### config.mk
export PLATFORM = sky130hd
export DESIGN_NAME = oam_dmc_dma_sequencer
export DESIGN_NICKNAME = d
export VERILOG_FILES = /design/src/design/oamdmc_pkg.sv /design/src/design/oam_dmc_dma_sequencer.sv
export SDC_FILE = /design/constraint.sdc
export NUM_CORES = 1
export LEC_CHECK = 0
export BUFFER_PORTS_ARGS = -buffer_cell sky130_fd_sc_hd__buf_2
export CAP_MARGIN = 20
export CELL_PAD_IN_SITES_DETAIL_PLACEMENT = 1
export CELL_PAD_IN_SITES_GLOBAL_PLACEMENT = 1
export CORE_MARGIN = 1
export CORE_UTILIZATION = 35
export DETAILED_ROUTE_END_ITERATION = 12
export PLACE_DENSITY_LB_ADDON = 0.1
export REMOVE_ABC_BUFFERS = 1
export SYNTH_ARGS = -nofsm -noshare
export SYNTH_HDL_FRONTEND = slang
export SYNTH_SLANG_ARGS = --single-unit
### constraint.sdc
create_clock -name clk -period 7.37 [get_ports clk]
set_input_delay 0.737 -clock clk [delete_from_list [all_inputs] [get_ports clk]]
set_output_delay 0.737 -clock clk [all_outputs]
set_load 0.1 [all_outputs]
### src/design/oamdmc_pkg.sv
package oamdmc_pkg;

  // Fixed bus addresses
  localparam logic [15:0] OAM_DATA_PORT = 16'h2004;
  localparam logic [15:0] JOY1_PORT     = 16'h4016;
  localparam logic [15:0] JOY2_PORT     = 16'h4017;

  // Kind of the read issued on the previous transfer
  typedef enum logic [1:0] {
    KIND_NONE  = 2'd0,
    KIND_PLAIN = 2'd1,
    KIND_DMC   = 2'd2,
    KIND_ALT   = 2'd3
  } read_kind_t;

  // One CPU bus cycle presented to the sequencer
  typedef struct packed {
    logic        cpu_valid;
    logic        cpu_write;
    logic [15:0] cpu_address;
    logic [7:0]  cpu_wdata;
    logic [7:0]  bus_rdata;
    logic        oam_start;
    logic [7:0]  oam_page;
    logic        dmc_request;
    logic [15:0] dmc_address;
  } req_t;

  // One bus operation and its status
  typedef struct packed {
    logic        bus_active;
    logic        bus_write;
    logic [15:0] bus_address;
    logic [7:0]  bus_wdata;
    logic        cpu_done;
    logic        dma_busy;
    logic        dmc_byte_valid;
    logic [7:0]  dmc_byte;
  } rsp_t;

endpackage

### src/design/oam_dmc_dma_sequencer.sv
// Channel   Handshake            Payload             Direction
// req       req_valid/req_stall  oamdmc_pkg::req_t   into the block
// rsp       rsp_valid/rsp_stall  oamdmc_pkg::rsp_t   out of the block
//
// One transfer on req gives one transfer on rsp, registered in the cycle after it is accepted.
// Throughput is one item per clock while rsp is not stalled: the whole decision is one combinational
// pass from the req port into the rsp output register.
// req_stall is high only while the output register is full and rsp is stalled.
// rst is synchronous: it clears all sequencer state and empties the output register.
module oam_dmc_dma_sequencer (
  input  logic              clk,
  input  logic              rst,
  input  logic              req_valid,
  output logic              req_stall,
  input  oamdmc_pkg::req_t  req,
  output logic              rsp_valid,
  input  logic              rsp_stall,
  output oamdmc_pkg::rsp_t  rsp
);

  // Sequencer state
  logic                   put_parity;
  logic                   oam_pending;
  logic                   dmc_pending;
  logic                   dmc_aligned;
  logic                   oam_write_ready;
  logic [7:0]             oam_count;
  logic [7:0]             oam_source_page;
  logic                   halted;
  logic [15:0]            halted_address;
  logic                   skip_dummy;
  logic [7:0]             open_bus;
  oamdmc_pkg::read_kind_t last_read_kind;
  logic [15:0]            dmc_fetch_address;

  logic                   oam_pending_next;
  logic                   dmc_pending_next;
  logic                   dmc_aligned_next;
  logic                   oam_write_ready_next;
  logic [7:0]             oam_count_next;
  logic [7:0]             oam_source_page_next;
  logic                   halted_next;
  logic [15:0]            halted_address_next;
  logic                   skip_dummy_next;
  logic [7:0]             open_bus_next;
  oamdmc_pkg::read_kind_t last_read_kind_next;
  logic [15:0]            dmc_fetch_address_next;
  oamdmc_pkg::rsp_t       rsp_next;

  logic                   accept;
  logic [7:0]             count_inc;

  assign req_stall = rsp_valid && rsp_stall;
  assign accept    = req_valid && !req_stall;

  // Decide one bus operation per transfer
  always_comb begin
    rsp_next               = '0;
    count_inc              = '0;
    last_read_kind_next    = oamdmc_pkg::KIND_NONE;
    open_bus_next          = open_bus;
    oam_pending_next       = oam_pending;
    dmc_pending_next       = dmc_pending;
    dmc_aligned_next       = dmc_aligned;
    oam_write_ready_next   = oam_write_ready;
    oam_count_next         = oam_count;
    oam_source_page_next   = oam_source_page;
    halted_next            = halted;
    halted_address_next    = halted_address;
    skip_dummy_next        = skip_dummy;
    dmc_fetch_address_next = dmc_fetch_address;

    // Capture read data from the previous transfer
    if (last_read_kind != oamdmc_pkg::KIND_NONE) begin
      open_bus_next = req.bus_rdata;
      if (last_read_kind == oamdmc_pkg::KIND_DMC) begin
        rsp_next.dmc_byte_valid = 1'b1;
        rsp_next.dmc_byte       = req.bus_rdata;
      end
    end

    // Take DMA requests
    if (req.oam_start) begin
      oam_pending_next     = 1'b1;
      oam_source_page_next = req.oam_page;
      oam_count_next       = '0;
      oam_write_ready_next = 1'b0;
    end
    if (req.dmc_request) begin
      dmc_pending_next       = 1'b1;
      dmc_aligned_next       = 1'b0;
      dmc_fetch_address_next = req.dmc_address;
    end

    // Choose the bus operation
    if (!halted) begin
      if (req.cpu_valid) begin
        if (req.cpu_write) begin
          rsp_next.bus_active  = 1'b1;
          rsp_next.bus_write   = 1'b1;
          rsp_next.bus_address = req.cpu_address;
          rsp_next.bus_wdata   = req.cpu_wdata;
          rsp_next.cpu_done    = 1'b1;
        end else begin
          rsp_next.bus_active  = 1'b1;
          rsp_next.bus_address = req.cpu_address;
          last_read_kind_next  = oamdmc_pkg::KIND_PLAIN;
          if (oam_pending_next || dmc_pending_next) begin
            // Halt read: the CPU stalls from here on
            halted_next          = 1'b1;
            halted_address_next  = req.cpu_address;
            skip_dummy_next      = (req.cpu_address == oamdmc_pkg::JOY1_PORT) ||
                                   (req.cpu_address == oamdmc_pkg::JOY2_PORT);
            oam_count_next       = '0;
            oam_write_ready_next = 1'b0;
            rsp_next.dma_busy    = 1'b1;
          end else begin
            rsp_next.cpu_done = 1'b1;
          end
        end
      end
    end else if (!oam_pending_next && !dmc_pending_next) begin
      // Release the stall and finish the held read
      rsp_next.bus_active  = 1'b1;
      rsp_next.bus_address = halted_address;
      last_read_kind_next  = oamdmc_pkg::KIND_PLAIN;
      halted_next          = 1'b0;
      rsp_next.cpu_done    = 1'b1;
    end else begin
      rsp_next.dma_busy = 1'b1;
      if (put_parity) begin
        if (oam_pending_next && oam_write_ready_next) begin
          // Put cycle: write the latched byte to the sprite port
          rsp_next.bus_active  = 1'b1;
          rsp_next.bus_write   = 1'b1;
          rsp_next.bus_address = oamdmc_pkg::OAM_DATA_PORT;
          rsp_next.bus_wdata   = open_bus_next;
          oam_write_ready_next = 1'b0;
          count_inc            = oam_count_next + 8'd1;
          oam_count_next       = count_inc;
          if (count_inc == 8'd0) begin
            oam_pending_next = 1'b0;
          end
        end else begin
          dmc_aligned_next = 1'b1;
          if (!skip_dummy) begin
            rsp_next.bus_active  = 1'b1;
            rsp_next.bus_address = halted_address;
            last_read_kind_next  = oamdmc_pkg::KIND_PLAIN;
          end
        end
      end else begin
        if (dmc_pending_next && dmc_aligned_next) begin
          // Get cycle: fetch the DMC sample byte
          rsp_next.bus_active  = 1'b1;
          rsp_next.bus_address = dmc_fetch_address_next;
          last_read_kind_next  = oamdmc_pkg::KIND_DMC;
          dmc_pending_next     = 1'b0;
        end else if (oam_pending_next) begin
          // Get cycle: read the next sprite byte
          if (dmc_pending_next) begin
            dmc_aligned_next = 1'b1;
          end
          rsp_next.bus_active  = 1'b1;
          rsp_next.bus_address = {oam_source_page_next, oam_count_next};
          last_read_kind_next  = oamdmc_pkg::KIND_PLAIN;
          oam_write_ready_next = 1'b1;
        end else begin
          dmc_aligned_next = 1'b1;
          if (!skip_dummy) begin
            rsp_next.bus_active  = 1'b1;
            rsp_next.bus_address = halted_address;
            last_read_kind_next  = oamdmc_pkg::KIND_PLAIN;
          end
        end
      end
    end
  end

  // Advance state on each accepted transfer
  always_ff @(posedge clk) begin
    if (rst) begin
      put_parity        <= 1'b0;
      oam_pending       <= 1'b0;
      dmc_pending       <= 1'b0;
      dmc_aligned       <= 1'b0;
      oam_write_ready   <= 1'b0;
      oam_count         <= '0;
      oam_source_page   <= '0;
      halted            <= 1'b0;
      halted_address    <= '0;
      skip_dummy        <= 1'b0;
      open_bus          <= '0;
      last_read_kind    <= oamdmc_pkg::KIND_NONE;
      dmc_fetch_address <= '0;
    end else if (accept) begin
      put_parity        <= !put_parity;
      oam_pending       <= oam_pending_next;
      dmc_pending       <= dmc_pending_next;
      dmc_aligned       <= dmc_aligned_next;
      oam_write_ready   <= oam_write_ready_next;
      oam_count         <= oam_count_next;
      oam_source_page   <= oam_source_page_next;
      halted            <= halted_next;
      halted_address    <= halted_address_next;
      skip_dummy        <= skip_dummy_next;
      open_bus          <= open_bus_next;
      last_read_kind    <= last_read_kind_next;
      dmc_fetch_address <= dmc_fetch_address_next;
    end
  end

  // Hold the result until it is taken
  always_ff @(posedge clk) begin
    if (rst) begin
      rsp_valid <= 1'b0;
    end else if (accept) begin
      rsp_valid <= 1'b1;
    end else if (!rsp_stall) begin
      rsp_valid <= 1'b0;
    end
  end

  always_ff @(posedge clk) begin
    if (accept) begin
      rsp <= rsp_next;
    end
  end

`ifndef SYNTHESIS
  // A DMC fetch read is followed by delivery of its byte
  assert property (@(posedge clk) disable iff (rst)
    (accept && last_read_kind == oamdmc_pkg::KIND_DMC) |=>
      (rsp_valid && rsp.dmc_byte_valid))
    else $error("DMC fetch not delivered");

  // A CPU access never completes while the CPU is halted
  assert property (@(posedge clk) disable iff (rst)
    rsp_valid |-> !(rsp.cpu_done && rsp.dma_busy))
    else $error("cpu_done during DMA stall");

  // The only write during a stall goes to the sprite data port
  assert property (@(posedge clk) disable iff (rst)
    (rsp_valid && rsp.dma_busy && rsp.bus_write) |->
      (rsp.bus_address == oamdmc_pkg::OAM_DATA_PORT))
    else $error("stall write to wrong address");

  // Leaving the halt always finishes the held CPU read
  assert property (@(posedge clk) disable iff (rst)
    (accept && halted && !halted_next) |=>
      (rsp.cpu_done && rsp.bus_active && !rsp.bus_write))
    else $error("stall release without CPU read");
`endif

endmodule
==> metrics.md <==
| Metric | Value |
|---|---|
| Outcome | completed |
| Port bufs | 102 |
| HPWL Detailed | 9723 um |
| Routed Antenna Nets | 0 |
| Total wire length | 13810 um |
| Clock-pin slew on the worst setup and hold paths | 70 ps |
| Avg Inst Size Synth | 9.022 sq um |
| Share of layout cells above drive strength 1 | 21.62% |
| Vias per cell | 5.296 |
| CP cell instances | nand4b_1 > nand3b_1 > o21ai_2 > a221o_1 |
| TritonCTS Buffers | 9 |
| Final min period | 2581 ps |
| Data arrival time of the worst path | 2680 ps |
| FP Rows | 42 |
| Main combinational cell family by area after synthesis | simple AND/OR/NAND/NOR gates |
| First-pass GRT wire length | 21960 um |
| Max Freq | 387.5 MHz |
| Post-Synthesis Cells | 546 |
| Top-level I/O count | 103 |
| Hold Startpoint | oam_source_page[1] |
| Most common flop cell mapped by yosys | dfxtp_1 |
| # fillers | 1578 |
| Synth Area in Adders | 0.2540% |
| CTS Buffer Depth | 2 |
| Rel. slew slack | 34.48% |
| Post-synthesis compound-gate area fraction | 19.96% |
| Top layer in use | met4 |
| Initial antenna violation count | 0 |
| CP max FO | 27 |
| CTS tree | built |
| DR iter-0 viols | 242 |
| Overall power | 1326 uW |
| Crit path max-delay family | flip-flops |
| Die height | 120.6 um |
| Asr flop ratio synth | 0% |
| Simple-gate area share of the yosys netlist | 23.83% |
| Leading area contributor after synthesis | dfxtp_1 |
| Worst Path Buf+Inv | 0 |
| Top cell type's share of synthesized area | 26.82% |
| Final Max Slew Viols | 0 |
| Type of the most critical hold path | flip-flop to flip-flop |
| Cts hold-fix bufs | 0 |
| Post-Syn Area | 4926 sq um |
| Die width | 120.6 um |
| Wire length per cell | 17.15 um |
| Synth area leaders | dfxtp_1 (27%), edfxtp_1 (23%), nand2_1 (8.2%) |
| H-tree Lvls | 3 |
| Via count | 4263 |
| WL met1 | 6949 um |
| Delay of the slowest critical-path stage | 940 ps |
| Peak VDD IR | 0.1214 mV |
| Worst Max-Slew Pin Slew | 979.1 ps |
| Fin nets | 689 |
| Critical path class | flip-flop to flip-flop |
| DR WL met2 | 6238 um |
| Cell Pwr Density | 228.4 nW/um^2 |
| #FFs+latches synth | 103 |
| Yosys warnings | 0 |
| EDFF count, synth | 37 |
| Setup tns final | 0 ps |
| Critical Path Start Type | flip-flop |
| LEAKAGE | 0.002162 uW |
| Die ar. | 14550 sq um |
| Antenna diode count | 0 |
| Clock Tree Root | clkbuf_16 |
| Worst Path Required | 7470 ps |
| Post-CTS Setup Inserts | 0 |
| Clock skew | 7.193 ps |
| Metal3 WL | 542 um |
| XOR/XNOR share of the synthesized area | 0.5334% |
| Core area | 13510 sq um |
| Critical path capture point type | flip-flop |
| Unique masters post-synth | 58 |
| Final Hold Viols | 0 |
| Pin count of the biggest net entering global routing | 69 |
| Overflow after GRT | 0 |
| Later-pin clock latency in the skew report | 350 ps |
| Max_cap viols | 0 |
| Clock Sinks | 103 |
| P&R area growth vs syn | 17.83% |
| Initial Utilization | 36.47% |
| Vias in the first global route | 4117 |
| Setup violators final | 0 |
| RePlAce Congestion | 0.7850 |
| Post-CTS Resized | 0 |
| Multiplexer share of the synthesized area | 2.235% |
| Tot GR Track Use | 19.56% |
| Period utilization | 35.01% |
| Post-synthesis sequential area ratio | 49.38% |
| Critical path launch point | oam_pending |
| Crit-path slowest cell | dfxtp_1 |
| DRC viols | 0 |
| RSZ-0062 raised after global routing | no |
| Worst reg2reg startpoint | oam_pending |
| Initial DRT Pass Iterations | 4 |
[worst register-to-register path, cell delays in order (launching register included)]
cell and delay [ps]:
dfxtp_1 940, nand4b_1 580, nand3b_1 290, o21ai_2 190, a221o_1 340
[stage by stage]
stage	util [%]	area, sq um	setup WS (ps)	instances	hold slack, ps
2_1_floorplan	-	4761	3853	507	426.0
3_3_place_gp	40.88	5522	4464	789	437.9
3_5_place_dp	40.88	5522	4333	789	446.0
4_1_cts	42.98	5804	4744	805	456.0
5_1_grt	42.98	5804	4538	805	480.2
6_report	42.98	5804	4790	805	452.9
[Yosys cell counts (5+ instances only)]
| library cell | number |
|---|---|
| nor2_1 | 32 |
| buf_1 | 5 |
| mux2i_1 | 11 |
| or3b_2 | 6 |
| buf_2 | 12 |
| nand2_1 | 108 |
| dfxtp_1 | 66 |
| a221o_1 | 16 |
| a21oi_1 | 76 |
| and3b_1 | 9 |
| nand2b_1 | 11 |
| o21ai_0 | 19 |
| inv_1 | 5 |
| clkbuf_1 | 21 |
| nor2b_1 | 6 |
| a211oi_1 | 16 |
| nand3_1 | 18 |
| edfxtp_1 | 37 |
| and2_1 | 11 |
[layout make-up]
class	instances	area, sq um	area share, %
clock buffers	12	236.5	4.074
multi-input cells	398	2306	39.73
clock inverters	4	46.29	0.7976
flip-flops and latches	103	2432	41.91
inverters	6	22.52	0.3880
repair buffers	106	540.5	9.312
well taps	176	220.2	3.794
[final timing paths]
kind                                           end  slack, ps  cells after the start
worst max-delay path                       rsp[29]       4790                      4
worst min-delay path            oam_source_page[1]        450                      2
worst max register to register             rsp[29]       4790                      4
worst min register to register  oam_source_page[1]        450                      2
[state kept, by name, indices dropped and copies added (netlist names)]
signal             flops
put_parity             1
oam_count              8
rsp_valid              1
dmc_pending            1
oam_pending            1
halted                 1
dmc_aligned            1
last_read_kind         2
dmc_fetch_address     16
open_bus               8
skip_dummy             1
oam_source_page        8
halted_address        16
oam_write_ready        1
rsp                   37
[cells by family after synthesis]
group / Yosys count
AND/OR/NAND/NOR: 231
adder cells (fa/ha/maj): 1
AO/OA/AOI/OAI: 152
XOR/XNOR: 3
multiplexers: 11
flip-flops: 103
buffers and inverters: 45
[where the power goes]
part	total, uW	internal [uW]	switching (uW)
Combinational	225	52.8	172
Sequential	634	617	16.7
Clock	468	262	205
Total	1330	932	394
[metal layers]
metal / up-vias / GRT usage (%)
li1: 2126 / -
met1: 2045 / 27.89
met2: 84 / 30.28
met3: 8 / 2.925
met4: 0 / 6.173
met5: - / 0
[placed cells by master (no fill, tap or decap), drive strengths merged, types with 11 or more instances in the layout]
cell / synthesis / routed
a211oi: 18 / 18
a21oi: 76 / 76
a221o: 16 / 16
and2: 12 / 12
buf: 18 / 106
clkbuf: 21 / 12
dfxtp: 66 / 66
edfxtp: 37 / 37
mux2i: 11 / 11
nand2: 109 / 109
nand2b: 11 / 11
nand3: 18 / 18
nor2: 33 / 33
o21ai: 22 / 22
Power figures use the tool's default switching activity.
